`config.mk`:
```
export PLATFORM = sky130hd
export DESIGN_NAME = multi_delimiter_tokenizer
export DESIGN_NICKNAME = d
export VERILOG_FILES = /design/src/hdl/mdt_pkg.sv /design/src/hdl/multi_delimiter_tokenizer.sv /design/src/hdl/mdt_front.sv /design/src/hdl/mdt_queue.sv /design/src/hdl/mdt_back.sv
export SDC_FILE = /design/constraint.sdc
export NUM_CORES = 1
export LEC_CHECK = 0
export ABC_AREA = 1
export BUFFER_PORTS_ARGS = -buffer_cell sky130_fd_sc_hd__buf_2
export CAP_MARGIN = 30
export CORE_ASPECT_RATIO = 0.9
export CORE_MARGIN = 2
export CORE_UTILIZATION = 50
export DETAILED_ROUTE_END_ITERATION = 6
export GPL_TIMING_DRIVEN = 0
export PLACE_DENSITY = 0.76
export SLEW_MARGIN = 20
export SYNTH_ARGS = -nofsm -noshare
export SYNTH_HDL_FRONTEND = slang
export SYNTH_SLANG_ARGS = --single-unit
```
`constraint.sdc`:
```
create_clock -name clk -period 4.3 [get_ports clk]
set_clock_uncertainty 0.2 [all_clocks]
set_input_delay 0.215 -clock clk [delete_from_list [all_inputs] [get_ports clk]]
set_output_delay 0.215 -clock clk [all_outputs]
set_load 0.05 [all_outputs]
```
`src/hdl/mdt_pkg.sv`:
```
// shared constants and types for the multi-delimiter tokenizer
package mdt_pkg;

  localparam int BYTE_W       = 8;
  localparam int LEN_W        = 3;
  localparam int PACKED_BYTES = 4;
  localparam int CFG_DATA_W   = PACKED_BYTES * BYTE_W + LEN_W;
  localparam int CFG_IDX_W    = 4;
  localparam int S_TDATA_W    = 8;
  localparam int M_TDATA_W    = 16;
  localparam int KIND_W       = 2;
  localparam int QUEUE_DEPTH  = 2;

  localparam int DEF_MAX_PATTERN_LEN = 4;
  localparam int DEF_NUM_SEPARATORS  = 3;
  localparam int DEF_NUM_REMOVERS    = 3;

  typedef enum logic [KIND_W-1:0] {
    KIND_TEXT = 2'd0,
    KIND_SEP  = 2'd1,
    KIND_END  = 2'd2
  } kind_t;

endpackage

```
`src/hdl/multi_delimiter_tokenizer.sv`:
```
// top level: pattern registers, classifying front, queue and tokenizing back
// path: an accepted item passes the front registers and the queue before the back registers its result
// throughput: one item per cycle when it causes at most one result and the output does not stall;
// an item with more results keeps the back busy, as do decisions that emit nothing at a string end
// reset: synchronous, clears patterns, window fill, held-byte valid flag, queue and output
module multi_delimiter_tokenizer #(
  parameter int MAX_PATTERN_LEN = mdt_pkg::DEF_MAX_PATTERN_LEN,
  parameter int NUM_SEPARATORS  = mdt_pkg::DEF_NUM_SEPARATORS,
  parameter int NUM_REMOVERS    = mdt_pkg::DEF_NUM_REMOVERS
) (
  input  logic                            clk,
  input  logic                            rst,
  input  logic                            s_tvalid,
  output logic                            s_tready,
  input  logic [mdt_pkg::S_TDATA_W-1:0]   s_tdata,   // in_byte
  input  logic                            s_tlast,
  output logic                            m_tvalid,
  input  logic                            m_tready,
  output logic [mdt_pkg::M_TDATA_W-1:0]   m_tdata,   // out_byte, token_end
  output logic [mdt_pkg::KIND_W-1:0]      m_tuser,   // kind
  output logic                            m_tlast,
  input  logic                            cfg_we,
  input  logic [mdt_pkg::CFG_IDX_W-1:0]   cfg_index,
  input  logic [mdt_pkg::CFG_DATA_W-1:0]  cfg_data
);

  localparam int NP  = NUM_SEPARATORS + NUM_REMOVERS;
  localparam int IW  = $clog2(NP);
  localparam int CMP = (MAX_PATTERN_LEN < mdt_pkg::PACKED_BYTES) ?
                       MAX_PATTERN_LEN : mdt_pkg::PACKED_BYTES;
  localparam int HW  = NP * CMP;
  localparam int QW  = mdt_pkg::BYTE_W + 1 + HW;

  logic [mdt_pkg::CFG_DATA_W-1:0] pat [NP];
  logic [mdt_pkg::LEN_W-1:0]      pat_len [NP];

  logic                       f_valid;
  logic                       f_ready;
  logic [mdt_pkg::BYTE_W-1:0] f_byte;
  logic                       f_last;
  logic [HW-1:0]              f_hits;

  logic                       q_valid;
  logic                       q_pop;
  logic [QW-1:0]              q_data;

  logic [mdt_pkg::BYTE_W-1:0] out_byte;
  mdt_pkg::kind_t             out_kind;
  logic                       out_end;

  // separators first, then removers, in register index order
  always_ff @(posedge clk) begin
    if (rst) begin
      for (int p = 0; p < NP; p++) begin
        pat[p] <= '0;
      end
    end else if (cfg_we && cfg_index < mdt_pkg::CFG_IDX_W'(NP)) begin
      pat[cfg_index[IW-1:0]] <= cfg_data;
    end
  end

  always_comb begin
    for (int p = 0; p < NP; p++) begin
      pat_len[p] = pat[p][mdt_pkg::PACKED_BYTES*mdt_pkg::BYTE_W +: mdt_pkg::LEN_W];
    end
  end

  mdt_front #(
    .M  (MAX_PATTERN_LEN),
    .NS (NUM_SEPARATORS),
    .NR (NUM_REMOVERS)
  ) u_front (
    .clk      (clk),
    .rst      (rst),
    .s_tvalid (s_tvalid),
    .s_tready (s_tready),
    .s_tdata  (s_tdata),
    .s_tlast  (s_tlast),
    .pat      (pat),
    .f_valid  (f_valid),
    .f_ready  (f_ready),
    .f_byte   (f_byte),
    .f_last   (f_last),
    .f_hits   (f_hits)
  );

  mdt_queue #(
    .W (QW)
  ) u_queue (
    .clk       (clk),
    .rst       (rst),
    .in_valid  (f_valid),
    .in_ready  (f_ready),
    .in_data   ({f_hits, f_last, f_byte}),
    .out_valid (q_valid),
    .out_pop   (q_pop),
    .out_data  (q_data)
  );

  mdt_back #(
    .M  (MAX_PATTERN_LEN),
    .NS (NUM_SEPARATORS),
    .NR (NUM_REMOVERS)
  ) u_back (
    .clk       (clk),
    .rst       (rst),
    .q_valid   (q_valid),
    .q_pop     (q_pop),
    .q_byte    (q_data[mdt_pkg::BYTE_W-1:0]),
    .q_last    (q_data[mdt_pkg::BYTE_W]),
    .q_hits    (q_data[QW-1:mdt_pkg::BYTE_W+1]),
    .pat_len   (pat_len),
    .out_ready (m_tready),
    .out_valid (m_tvalid),
    .out_byte  (out_byte),
    .out_kind  (out_kind),
    .out_end   (out_end),
    .out_last  (m_tlast)
  );

  assign m_tdata = {{(mdt_pkg::M_TDATA_W - mdt_pkg::BYTE_W - 1){1'b0}}, out_end, out_byte};
  assign m_tuser = out_kind;

endmodule

```
`src/hdl/mdt_front.sv`:
```
// front stage: takes input items and compares each byte against every pattern byte
module mdt_front #(
  parameter int M  = mdt_pkg::DEF_MAX_PATTERN_LEN,
  parameter int NS = mdt_pkg::DEF_NUM_SEPARATORS,
  parameter int NR = mdt_pkg::DEF_NUM_REMOVERS,
  localparam int NP  = NS + NR,
  localparam int CMP = (M < mdt_pkg::PACKED_BYTES) ? M : mdt_pkg::PACKED_BYTES,
  localparam int HW  = NP * CMP
) (
  input  logic                          clk,
  input  logic                          rst,
  input  logic                          s_tvalid,
  output logic                          s_tready,
  input  logic [mdt_pkg::S_TDATA_W-1:0] s_tdata,
  input  logic                          s_tlast,
  input  logic [mdt_pkg::CFG_DATA_W-1:0] pat [NP],
  output logic                          f_valid,
  input  logic                          f_ready,
  output logic [mdt_pkg::BYTE_W-1:0]    f_byte,
  output logic                          f_last,
  output logic [HW-1:0]                 f_hits
);

  logic          accept;
  logic [HW-1:0] hits;

  assign s_tready = !f_valid || f_ready;
  assign accept   = s_tvalid && s_tready;

  // per pattern and position: does this byte equal that pattern byte
  always_comb begin
    for (int p = 0; p < NP; p++) begin
      for (int i = 0; i < CMP; i++) begin
        hits[p*CMP + i] = (s_tdata[mdt_pkg::BYTE_W-1:0] ==
                           pat[p][i*mdt_pkg::BYTE_W +: mdt_pkg::BYTE_W]);
      end
    end
  end

  always_ff @(posedge clk) begin
    if (rst) begin
      f_valid <= 1'b0;
    end else if (accept) begin
      f_valid <= 1'b1;
    end else if (f_ready) begin
      f_valid <= 1'b0;
    end
  end

  always_ff @(posedge clk) begin
    if (accept) begin
      f_byte <= s_tdata[mdt_pkg::BYTE_W-1:0];
      f_last <= s_tlast;
      f_hits <= hits;
    end
  end

endmodule

```
`src/hdl/mdt_queue.sv`:
```
// short fifo between the classifying front and the tokenizing back
module mdt_queue #(
  parameter int W = 16
) (
  input  logic         clk,
  input  logic         rst,
  input  logic         in_valid,
  output logic         in_ready,
  input  logic [W-1:0] in_data,
  output logic         out_valid,
  input  logic         out_pop,
  output logic [W-1:0] out_data
);

  localparam int PW = $clog2(mdt_pkg::QUEUE_DEPTH);
  localparam int CW = $clog2(mdt_pkg::QUEUE_DEPTH + 1);

  logic [W-1:0]  entry [mdt_pkg::QUEUE_DEPTH];
  logic [PW-1:0] wr_ptr;
  logic [PW-1:0] rd_ptr;
  logic [CW-1:0] count;
  logic          push;
  logic          pop;

  assign in_ready  = (count != CW'(mdt_pkg::QUEUE_DEPTH));
  assign out_valid = (count != '0);
  assign out_data  = entry[rd_ptr];
  assign push      = in_valid && in_ready;
  assign pop       = out_pop && out_valid;

  always_ff @(posedge clk) begin
    if (rst) begin
      wr_ptr <= '0;
      rd_ptr <= '0;
      count  <= '0;
    end else begin
      if (push) begin
        wr_ptr <= (wr_ptr == PW'(mdt_pkg::QUEUE_DEPTH - 1)) ? '0 : wr_ptr + PW'(1);
      end
      if (pop) begin
        rd_ptr <= (rd_ptr == PW'(mdt_pkg::QUEUE_DEPTH - 1)) ? '0 : rd_ptr + PW'(1);
      end
      if (push && !pop) begin
        count <= count + CW'(1);
      end else if (pop && !push) begin
        count <= count - CW'(1);
      end
    end
  end

  always_ff @(posedge clk) begin
    if (push) begin
      entry[wr_ptr] <= in_data;
    end
  end

endmodule

```
`src/hdl/mdt_back.sv`:
```
// back stage: lookahead window, pattern decisions, one result per cycle unless stalled
module mdt_back #(
  parameter int M  = mdt_pkg::DEF_MAX_PATTERN_LEN,
  parameter int NS = mdt_pkg::DEF_NUM_SEPARATORS,
  parameter int NR = mdt_pkg::DEF_NUM_REMOVERS,
  localparam int NP  = NS + NR,
  localparam int CMP = (M < mdt_pkg::PACKED_BYTES) ? M : mdt_pkg::PACKED_BYTES,
  localparam int HW  = NP * CMP
) (
  input  logic                            clk,
  input  logic                            rst,
  input  logic                            q_valid,
  output logic                            q_pop,
  input  logic [mdt_pkg::BYTE_W-1:0]      q_byte,
  input  logic                            q_last,
  input  logic [HW-1:0]                   q_hits,
  input  logic [mdt_pkg::LEN_W-1:0]       pat_len [NP],
  input  logic                            out_ready,
  output logic                            out_valid,
  output logic [mdt_pkg::BYTE_W-1:0]      out_byte,
  output mdt_pkg::kind_t                  out_kind,
  output logic                            out_end,
  output logic                            out_last
);

  localparam int FW = $clog2(M + 1);
  localparam int CW = 4;

  // window and token state
  logic [mdt_pkg::BYTE_W-1:0] win_b [M];
  logic [HW-1:0]              win_h [M];
  logic [FW-1:0]              fill;
  logic [mdt_pkg::BYTE_W-1:0] held_byte;
  logic                       held_valid;
  logic [mdt_pkg::LEN_W-1:0]  sep_rem;
  logic                       busy;
  logic                       last_mode;

  logic [mdt_pkg::BYTE_W-1:0] win_b_next [M];
  logic [HW-1:0]              win_h_next [M];
  logic [FW-1:0]              fill_next;
  logic [mdt_pkg::BYTE_W-1:0] held_byte_next;
  logic                       held_valid_next;
  logic [mdt_pkg::LEN_W-1:0]  sep_rem_next;
  logic                       busy_next;

  logic                       adv;
  logic                       load;
  logic [mdt_pkg::BYTE_W-1:0] eff_b [M];
  logic [HW-1:0]              eff_h [M];
  logic [FW-1:0]              eff_fill;
  logic                       lmode;
  logic [NP-1:0]              hit;
  logic                       rem_hit;
  logic [mdt_pkg::LEN_W-1:0]  rem_len;
  logic                       sep_hit;
  logic [mdt_pkg::LEN_W-1:0]  sep_len;
  logic [mdt_pkg::LEN_W-1:0]  drop;
  logic                       done;
  logic                       em;
  logic [mdt_pkg::BYTE_W-1:0] em_byte;
  mdt_pkg::kind_t             em_kind;
  logic                       em_end;

  assign adv   = !out_valid || out_ready;
  assign load  = adv && !busy && q_valid;
  assign q_pop = load;

  // window as seen this cycle, with the incoming byte appended
  always_comb begin
    for (int i = 0; i < M; i++) begin
      eff_b[i] = win_b[i];
      eff_h[i] = win_h[i];
      if (load && fill == FW'(i)) begin
        eff_b[i] = q_byte;
        eff_h[i] = q_hits;
      end
    end
    eff_fill = load ? fill + FW'(1) : fill;
    lmode    = load ? q_last : last_mode;
  end

  // pattern matching at the window head
  always_comb begin
    logic bytes_ok;
    for (int p = 0; p < NP; p++) begin
      bytes_ok = 1'b1;
      for (int i = 0; i < CMP; i++) begin
        if (CW'(i) < CW'(pat_len[p]) && !eff_h[i][p*CMP + i]) begin
          bytes_ok = 1'b0;
        end
      end
      hit[p] = (pat_len[p] != '0) && (CW'(pat_len[p]) <= CW'(CMP)) &&
               (CW'(pat_len[p]) <= CW'(eff_fill)) && bytes_ok;
    end
    sep_hit = 1'b0;
    sep_len = '0;
    for (int p = NS - 1; p >= 0; p--) begin
      if (hit[p]) begin
        sep_hit = 1'b1;
        sep_len = pat_len[p];
      end
    end
    rem_hit = 1'b0;
    rem_len = '0;
    for (int p = NP - 1; p >= NS; p--) begin
      if (hit[p]) begin
        rem_hit = 1'b1;
        rem_len = pat_len[p];
      end
    end
  end

  // one action per cycle unless the output is stalled
  always_comb begin
    held_byte_next  = held_byte;
    held_valid_next = held_valid;
    sep_rem_next    = sep_rem;
    drop            = '0;
    done            = 1'b0;
    em              = 1'b0;
    em_byte         = held_byte;
    em_kind         = mdt_pkg::KIND_TEXT;
    em_end          = 1'b0;
    if (busy || load) begin
      if (sep_rem != '0) begin
        em           = 1'b1;
        em_byte      = eff_b[0];
        em_kind      = mdt_pkg::KIND_SEP;
        em_end       = (sep_rem == mdt_pkg::LEN_W'(1));
        drop         = mdt_pkg::LEN_W'(1);
        sep_rem_next = sep_rem - mdt_pkg::LEN_W'(1);
        done         = !lmode && (sep_rem == mdt_pkg::LEN_W'(1));
      end else if (lmode && eff_fill == '0) begin
        em     = 1'b1;
        em_end = 1'b1;
        if (held_valid) begin
          held_valid_next = 1'b0;
        end else begin
          em_byte = '0;
          em_kind = mdt_pkg::KIND_END;
          done    = 1'b1;
        end
      end else if (!lmode && load && eff_fill != FW'(M)) begin
        done = 1'b1;
      end else if (rem_hit) begin
        em              = held_valid;
        em_end          = 1'b1;
        held_valid_next = 1'b0;
        drop            = rem_len;
        done            = !lmode;
      end else if (sep_hit) begin
        em     = 1'b1;
        em_end = 1'b1;
        if (held_valid) begin
          held_valid_next = 1'b0;
        end else begin
          em_byte      = eff_b[0];
          em_kind      = mdt_pkg::KIND_SEP;
          em_end       = (sep_len == mdt_pkg::LEN_W'(1));
          drop         = mdt_pkg::LEN_W'(1);
          sep_rem_next = sep_len - mdt_pkg::LEN_W'(1);
          done         = !lmode && (sep_len == mdt_pkg::LEN_W'(1));
        end
      end else begin
        em              = held_valid;
        held_byte_next  = eff_b[0];
        held_valid_next = 1'b1;
        drop            = mdt_pkg::LEN_W'(1);
        done            = !lmode;
      end
    end
    busy_next = (busy || load) ? !done : busy;
  end

  // drop consumed bytes from the window head
  always_comb begin
    for (int i = 0; i < M; i++) begin
      win_b_next[i] = eff_b[i];
      win_h_next[i] = eff_h[i];
    end
    for (int j = 1; j <= CMP; j++) begin
      if (drop == mdt_pkg::LEN_W'(j)) begin
        for (int i = 0; i + j < M; i++) begin
          win_b_next[i] = eff_b[i + j];
          win_h_next[i] = eff_h[i + j];
        end
      end
    end
    fill_next = eff_fill - FW'(drop);
  end

  always_ff @(posedge clk) begin
    if (rst) begin
      fill       <= '0;
      held_valid <= 1'b0;
      sep_rem    <= '0;
      busy       <= 1'b0;
      last_mode  <= 1'b0;
      out_valid  <= 1'b0;
    end else if (adv) begin
      fill       <= fill_next;
      held_valid <= held_valid_next;
      sep_rem    <= sep_rem_next;
      busy       <= busy_next;
      last_mode  <= lmode;
      out_valid  <= em;
    end
  end

  always_ff @(posedge clk) begin
    if (adv) begin
      for (int i = 0; i < M; i++) begin
        win_b[i] <= win_b_next[i];
        win_h[i] <= win_h_next[i];
      end
      held_byte <= held_byte_next;
      out_byte  <= em_byte;
      out_kind  <= em_kind;
      out_end   <= em_end;
      out_last  <= done;
    end
  end

endmodule
```
After elaboration in Yosys (flattened, before gate mapping)
Memory sizes are Yosys's and may differ from the RTL's. A register that Yosys moved wholly into a read port is not among the register bits.
Index checks and enable logic that the tools add are counted.
{ "totals": {"ff_bits": 278, "ramBits": 194, "inputBits": 53, "wordCells": 352, "n_memories": 3} }
{ "mem_list": {"columns": ["name", "depth", "width", "rd", "rd_ports_with_merged_regs", "wr", "line_no", "rtl"], "rows": [
  ["u_back.win_h", 4, 24, 4, 0, 4, "mdt_back.sv:31", "logic [HW-1:0] win_h [M];"],
  ["u_queue.entry", 2, 33, 1, 1, 1, "mdt_queue.sv:18", "logic [W-1:0] entry [mdt_pkg::QUEUE_DEPTH];"],
  ["u_back.win_b", 4, 8, 4, 0, 4, "mdt_back.sv:30", "logic [mdt_pkg::BYTE_W-1:0] win_b [M];"]
]} }
{ "classes": {"n_addsub": 8, "magnitude_cmp": 39, "n_eq_ne": 39, "muxes": 119, "bitwise": 7, "reduce_logical": 112} }
{ "ops": {"columns": ["op", "n"], "rows": [
  ["210-bit bitwise mux", 1],
  ["8-bit == test", 24],
  ["24-bit two-way mux", 6],
  ["35-bit demux with 3-bit select", 1],
  ["8-bit two-way mux", 13],
  ["72-bit two-way mux", 1],
  ["1-bit two-way mux", 69],
  ["1-bit logical AND", 60],
  ["3-bit two-way mux", 18],
  ["48-bit two-way mux", 1],
  ["1-bit by 3-bit < comparator with 1-bit output, first input constant", 12],
  ["2-bit by 3-bit < comparator with 1-bit output, first input constant", 12],
  ["35-bit two-way mux", 1],
  ["1-bit zero test", 31],
  ["3-bit nonzero test", 7],
  ["3-bit less-or-equal comparator", 6],
  ["3-bit less-or-equal comparator, second input constant", 6],
  ["16-bit two-way mux", 1],
  ["2-bit two-way mux", 7],
  ["7-bit AND reduction", 2],
  ["3-bit by 1-bit == test with 1-bit output, second input constant", 4],
  ["3-bit by 2-bit == test with 1-bit output, second input constant", 4],
  ["2-bit nonzero test", 4],
  ["3-bit zero test", 2],
  ["other kinds (18)", 31]
]} }

Logic depth before layout (Yosys ltp)
{ "logic_depth": {"ltp_word": 26, "depth_mapped": 27} }

Hierarchy
From an unflattened synthesis, not the netlist that was laid out.
{ "hier_totals": {"cells_unflattened": 3790, "area_unflattened_um2": 25577.0} }
{ "modules_own_cells": {"columns": ["module", "n_inst", "cells_per_inst", "area_per_inst_um2"], "rows": [
  ["multi_delimiter_tokenizer", 1, 1543, 9818.2],
  ["mdt_back", 1, 1084, 8067.7],
  ["mdt_front", 1, 1023, 4914.7],
  ["mdt_queue", 1, 140, 2776.4]
]} }

Least setup slack after synthesis
OpenSTA, ideal clock, no wires.
{ "synth_timing": {"path_type": "register to register", "from": "register u_back.out_valid", "to": "register u_back.fill[2]", "arrival_ns": 3.814, "required_ns": 3.914, "path_slack_ns": 0.100, "stages_incl_launch_ff": 25, "n_path_buf": 0, "synth_period_minus_slack_ns": 4.200, "path_cell_list": "dfxtp_1 > nand2_4 > nand3_4 > xor2_1 > ha_1 > or2_2 > nand2_1 > inv_1 > nor2_1 > nor2_1 > nand2_2 > nand3_2 > nand2_1 > inv_1 > nand2_1 > nand3_2 > nand2_4 > nand2_4 > inv_1 > ha_1 > inv_1 > fa_1 > xor2_1 > xor2_1 > a21oi_1"} }
{ "synth_between": {"elab_chain_cells": 23, "word_cells_on_any_way": 127, "cone_classes": "add/sub (1); order compare (6); eq/ne (1); mux (45); reduce/logical (74)"} }
{ "synth_rtl": {"columns": ["item", "line_no", "rtl"], "rows": [
  ["start: declaration", "mdt_back.sv:19", "output logic out_valid,"],
  ["start signal: assignment", "mdt_back.sv:207", "out_valid <= em;"],
  ["1-bit zero test (*)", "mdt_back.sv:65", "assign adv = !out_valid || out_ready;"],
  ["1-bit logical OR (*)", "mdt_back.sv:65", null],
  ["1-bit logical AND (2 in a row)", "mdt_back.sv:66", "assign load = adv && !busy && q_valid;"],
  ["1-bit logical AND", "mdt_back.sv:74", "if (load && fill == FW'(i)) begin"],
  ["24-bit two-way mux", "mdt_back.sv:74", null],
  ["1-bit zero test", "mdt_back.sv:89", "if (CW'(i) < CW'(pat_len[p]) && !eff_h[i][p*CMP + i]) begin"],
  ["1-bit logical AND", "mdt_back.sv:89", null],
  ["1-bit two-way mux (4 in a row)", "mdt_back.sv:89", null],
  ["1-bit logical AND", "mdt_back.sv:94", "(CW'(pat_len[p]) <= CW'(eff_fill)) && bytes_ok;"],
  ["1-bit two-way mux (3 in a row)", "mdt_back.sv:99", "if (hit[p]) begin"],
  ["1-bit two-way mux", "mdt_back.sv:152", "end else if (sep_hit) begin"],
  ["3-bit two-way mux", "mdt_back.sv:146", "end else if (rem_hit) begin"],
  ["3-bit two-way mux", "mdt_back.sv:144", "end else if (!lmode && load && eff_fill != FW'(M)) begin"],
  ["3-bit two-way mux", "mdt_back.sv:134", "end else if (lmode && eff_fill == '0) begin"],
  ["3-bit two-way mux", "mdt_back.sv:126", "if (sep_rem != '0) begin"],
  ["3-bit two-way mux", "mdt_back.sv:125", "if (busy || load) begin"],
  ["3-bit subtractor", "mdt_back.sv:190", "fill_next = eff_fill - FW'(drop);"],
  ["end signal: assignment", "mdt_back.sv:202", "fill <= fill_next;"],
  ["end: declaration", "mdt_back.sv:32", "logic [FW-1:0] fill;"]
]} }
Mark *: on every way between the ends. The rest lies on a longest branch, timed or not.
A chain may end at the register's enable or synchronous reset.

Worst setup path after layout
{ "layout_timing": {"from": "register u_queue.count[1]", "to": "register u_back.fill[2]"} }
{ "layout_between": {"elab_chain_cells": 21, "word_cells_on_any_way": 125, "cone_classes": "add/sub (1); order compare (6); eq/ne (1); mux (45); reduce/logical (72)"} }
{ "layout_rtl": {"columns": ["item", "line_no", "rtl"], "rows": [
  ["start: declaration", "mdt_queue.sv:21", "logic [CW-1:0] count;"],
  ["start signal: assignment", "mdt_queue.sv:44", "count <= count + CW'(1);"],
  ["start signal: assignment", "mdt_queue.sv:46", "count <= count - CW'(1);"],
  ["2-bit nonzero test (*)", "mdt_queue.sv:26", "assign out_valid = (count != '0);"],
  ["1-bit logical AND (*)", "mdt_back.sv:66", null],
  ["1-bit logical AND", "mdt_back.sv:74", null],
  ["24-bit two-way mux", "mdt_back.sv:74", null],
  ["1-bit zero test", "mdt_back.sv:89", null],
  ["1-bit logical AND", "mdt_back.sv:89", null],
  ["1-bit two-way mux (4 in a row)", "mdt_back.sv:89", null],
  ["1-bit logical AND", "mdt_back.sv:94", null],
  ["1-bit two-way mux (3 in a row)", "mdt_back.sv:99", null],
  ["1-bit two-way mux", "mdt_back.sv:152", null],
  ["3-bit two-way mux", "mdt_back.sv:146", null],
  ["3-bit two-way mux", "mdt_back.sv:144", null],
  ["3-bit two-way mux", "mdt_back.sv:134", null],
  ["3-bit two-way mux", "mdt_back.sv:126", null],
  ["3-bit two-way mux", "mdt_back.sv:125", null],
  ["3-bit subtractor (*)", "mdt_back.sv:190", null]
]} }
Marked as above.

==> impl_metrics.yaml <==
status:
  outcome: "finished, violations left"
  violations: "DRC"
power_and_ir_drop:
  p_total_mw: 16.5
  p_leak_nw: 9.98
  vdd_drop_max_v: 0.000489
  pwr_density_cell_nw_per_um2: 673
floorplanning:
  dieWidth_um: 220
  die_y_um: 198
  initial_utilization: 0.504
  die-area_um2: 43700
  placementRows: 71
  core-area_um2: 41700
  io_pins: 74
synth:
  synthesis.area_um2: 21000
  ys_seq_area_frac: 0.517
  synthSimpleGateAreaFrac: 0.228
  syn_avg_cell_area_um2: 8.45
  synthFlopType: "dfxtp_1"
  synth.distinct_cells: 46
  synthMuxAreaShare: 0.000953
  synth.top_cell.area_share: 0.302
  synth.largest_area_cell: "edfxtp_1"
  synth_compound_area_frac: 0.113
  synth_top_family_by_area: "simple AND/OR/NAND/NOR gates"
  synth_seq_cells: 437
  synth_edf_count: 211
  ys_warn_count: 0
  synthAdderAreaFrac: 0.0117
  yosys.area_share.xor_xnor: 0.0754
  synth_area_leaders: "edfxtp_1 30%, dfxtp_1 22%, nor2_1 8.9%, o21ai_0 8.2%, xnor2_1 6.6%"
  netlist_instances: 2486
  async_flop_share: 0
setup_path:
  cp_data_required_time_ns: 4.60
  crit_family: "simple AND/OR/NAND/NOR gates"
  critPathSlowestCell: "xor2_4"
  crit_cells: 25
  max_stage_delay_ns: 0.38
  critPathMaxFanout: 8
  critPathLaunchType: "flip-flop"
  cp_num_buf_inv: 5
  critPathKind: "flip-flop to flip-flop"
  endpoint_kind: "flip-flop"
  worstRegToRegCells: 25
  arrival_ns: 4.35
placed_design:
  port_buffers: 65
  placed_area_um2: 22200
  dp.cells: 3113
  dp_hpwl_um: 45200
  place_congestion: 0.937
grt:
  grt_antenna_before_repair: 0
  grt_pass1_wl_um: 99200
  grt_overflow_total: 0
  track_usage: 0.295
  grt_max_degree: 82
  grt_pass1_vias: 17961
clock_tree:
  cts_tree: "built"
  clk-insertion-delay-late_ns: 0.58
  cts.path.max_buffers: 3
  cts.sinks: 437
  root_buffer: "clkbuf_16"
  htreeDepth: 2
  numCtsBuffers: 45
  clk_pin_slew_ns: 0.06
final_layout:
  final_cell_mix: "493 x nor2_1, 367 x nand2_1, 342 x o21ai_0"
  fin_util: 0.587
  mostFrequentLayoutCell: "nor2_1"
  fin_cells: 3264
  layout-drive-gt1-share: 0.105
  antenna-diode-count: 0
  area_growth_pct: 16.5
  stdcell_area_um2: 24500
  fin_nets: 2752
  fillCellCount: 3545
detailed_routing:
  drc_errors: 2
  drt_iter0_drc: 1991
  via_per_inst: 5.69
  first_pass_iters: 7
  vias: 18563
  wl_um: 64300
  wire_per_inst_um: 19.7
  antenna_left: 0
sta:
  setup_viol: 0
  slew_headroom: 0.276
  tns_ns: 0
  slew_violations: 0
  worst_slew_pin_slew_ns: 1.09
  finalWorstPathRequiredPeriod_ns: 4.05
  hold_violations: 0
  period_share: 0.941
  fmax_mhz: 247
min_path:
  min_path_cells: 5
  hold_class: "primary input to flip-flop"
job:
  cap_violations: 0
[where the power goes]
group          switching (mW)  internal [mW]
sequential              0.272           5.54
combinational            4.60           2.00
clock                    1.70           2.37
total                    6.57           9.90
[tightest hold or removal path, delay by kind of cell]
kind                   cells  cell delay (ns)
AO/OA/AOI/OAI              1             0.18
buffers and inverters      1             0.10
AND/OR/NAND/NOR            3             0.27
[routing by layer]
metal | GRT usage | part of all wire
met5 | 0 | 0
met4 | 0.149 | 0.048
met3 | 0.0468 | 0.088
met2 | 0.487 | 0.46
met1 | 0.377 | 0.40
[registers in the layout (all words and copies together), names as in the netlist, 2 cells and up, named ones only]
name	count
pat	210
u_back.out_kind	2
u_queue.entry	66
u_back.fill	3
u_back.sep_rem	3
u_back.win_b	32
u_queue.count	2
u_front.f_byte	8
u_back.win_h	60
u_back.out_byte	8
u_front.f_hits	24
u_back.held_byte	8
[stage by stage]
stage / hold slack [ns] / setup WS (ns)
after global routing: 0.0551 / -0.00573
after CTS: 0.0117 / 0.0363
after global placement: 0.206 / -0.384
final: 0.0447 / 0.253
after floorplan: 0.114 / 0.0999
after detailed placement: 0.208 / -0.365
[logic make-up (layout without fill, tap and decap cells)]
family	after synthesis	count (layout)
AND/OR/NAND/NOR	1117	1117
AO/OA/AOI/OAI	457	457
flip-flops	437	437
buffers and inverters	272	497
XOR/XNOR	181	181
adder cells (fa/ha/maj)	19	19
multiplexers	2	2
other	1	7
[path summary, 6_finish.rpt]
path / startpoint / endpoint / slack, ns
setup / recovery: u_queue.count[1] / u_back.fill[2] / 0.25
hold / removal: cfg_index[0] / pat[1] / 0.04
setup reg to reg: u_queue.count[1] / u_back.fill[2] / 0.25
hold reg to reg: u_front.f_byte[7] / u_queue.entry[1][7] / 0.25
[synth_stat cells, types with 5 or more instances]
master / count
o21ai_0: 343
buf_6: 5
nand4_1: 68
nand2_1: 368
inv_1: 111
nand3_1: 107
o21ai_1: 12
xor2_1: 23
xnor2_1: 158
clkbuf_1: 95
a31oi_1: 23
dfxtp_1: 226
buf_4: 11
buf_2: 25
a21o_1: 11
inv_2: 12
edfxtp_1: 211
or2_2: 30
ha_1: 18
nor4_1: 11
a21oi_1: 60
nand2_4: 5
nor2_2: 5
nor2_1: 497
nand3_2: 9
nand2_2: 7
buf_1: 10
[final cells by class]
class                           count  area, um2  share of cell area
Inverter                          126        479              0.0196
Sequential cell                   437      10900               0.444
Timing Repair Buffer              141       1140              0.0466
Clock inverter                     26        260              0.0106
Clock buffer                       58       1260              0.0514
Buffer                            146        664              0.0271
Tap cell                          547        684              0.0280
Multi-Input combinational cell   1783       9130               0.373
[repair_timing]
item,4_1_cts,5_1_grt
setup endpoints to repair,36,11
buffers inserted,0,7
hold endpoints to repair,226,0
pin swaps,0,3
hold buffers,53,0
resized for setup,5,7
No activity file was read; power rests on OpenSTA's default activity.
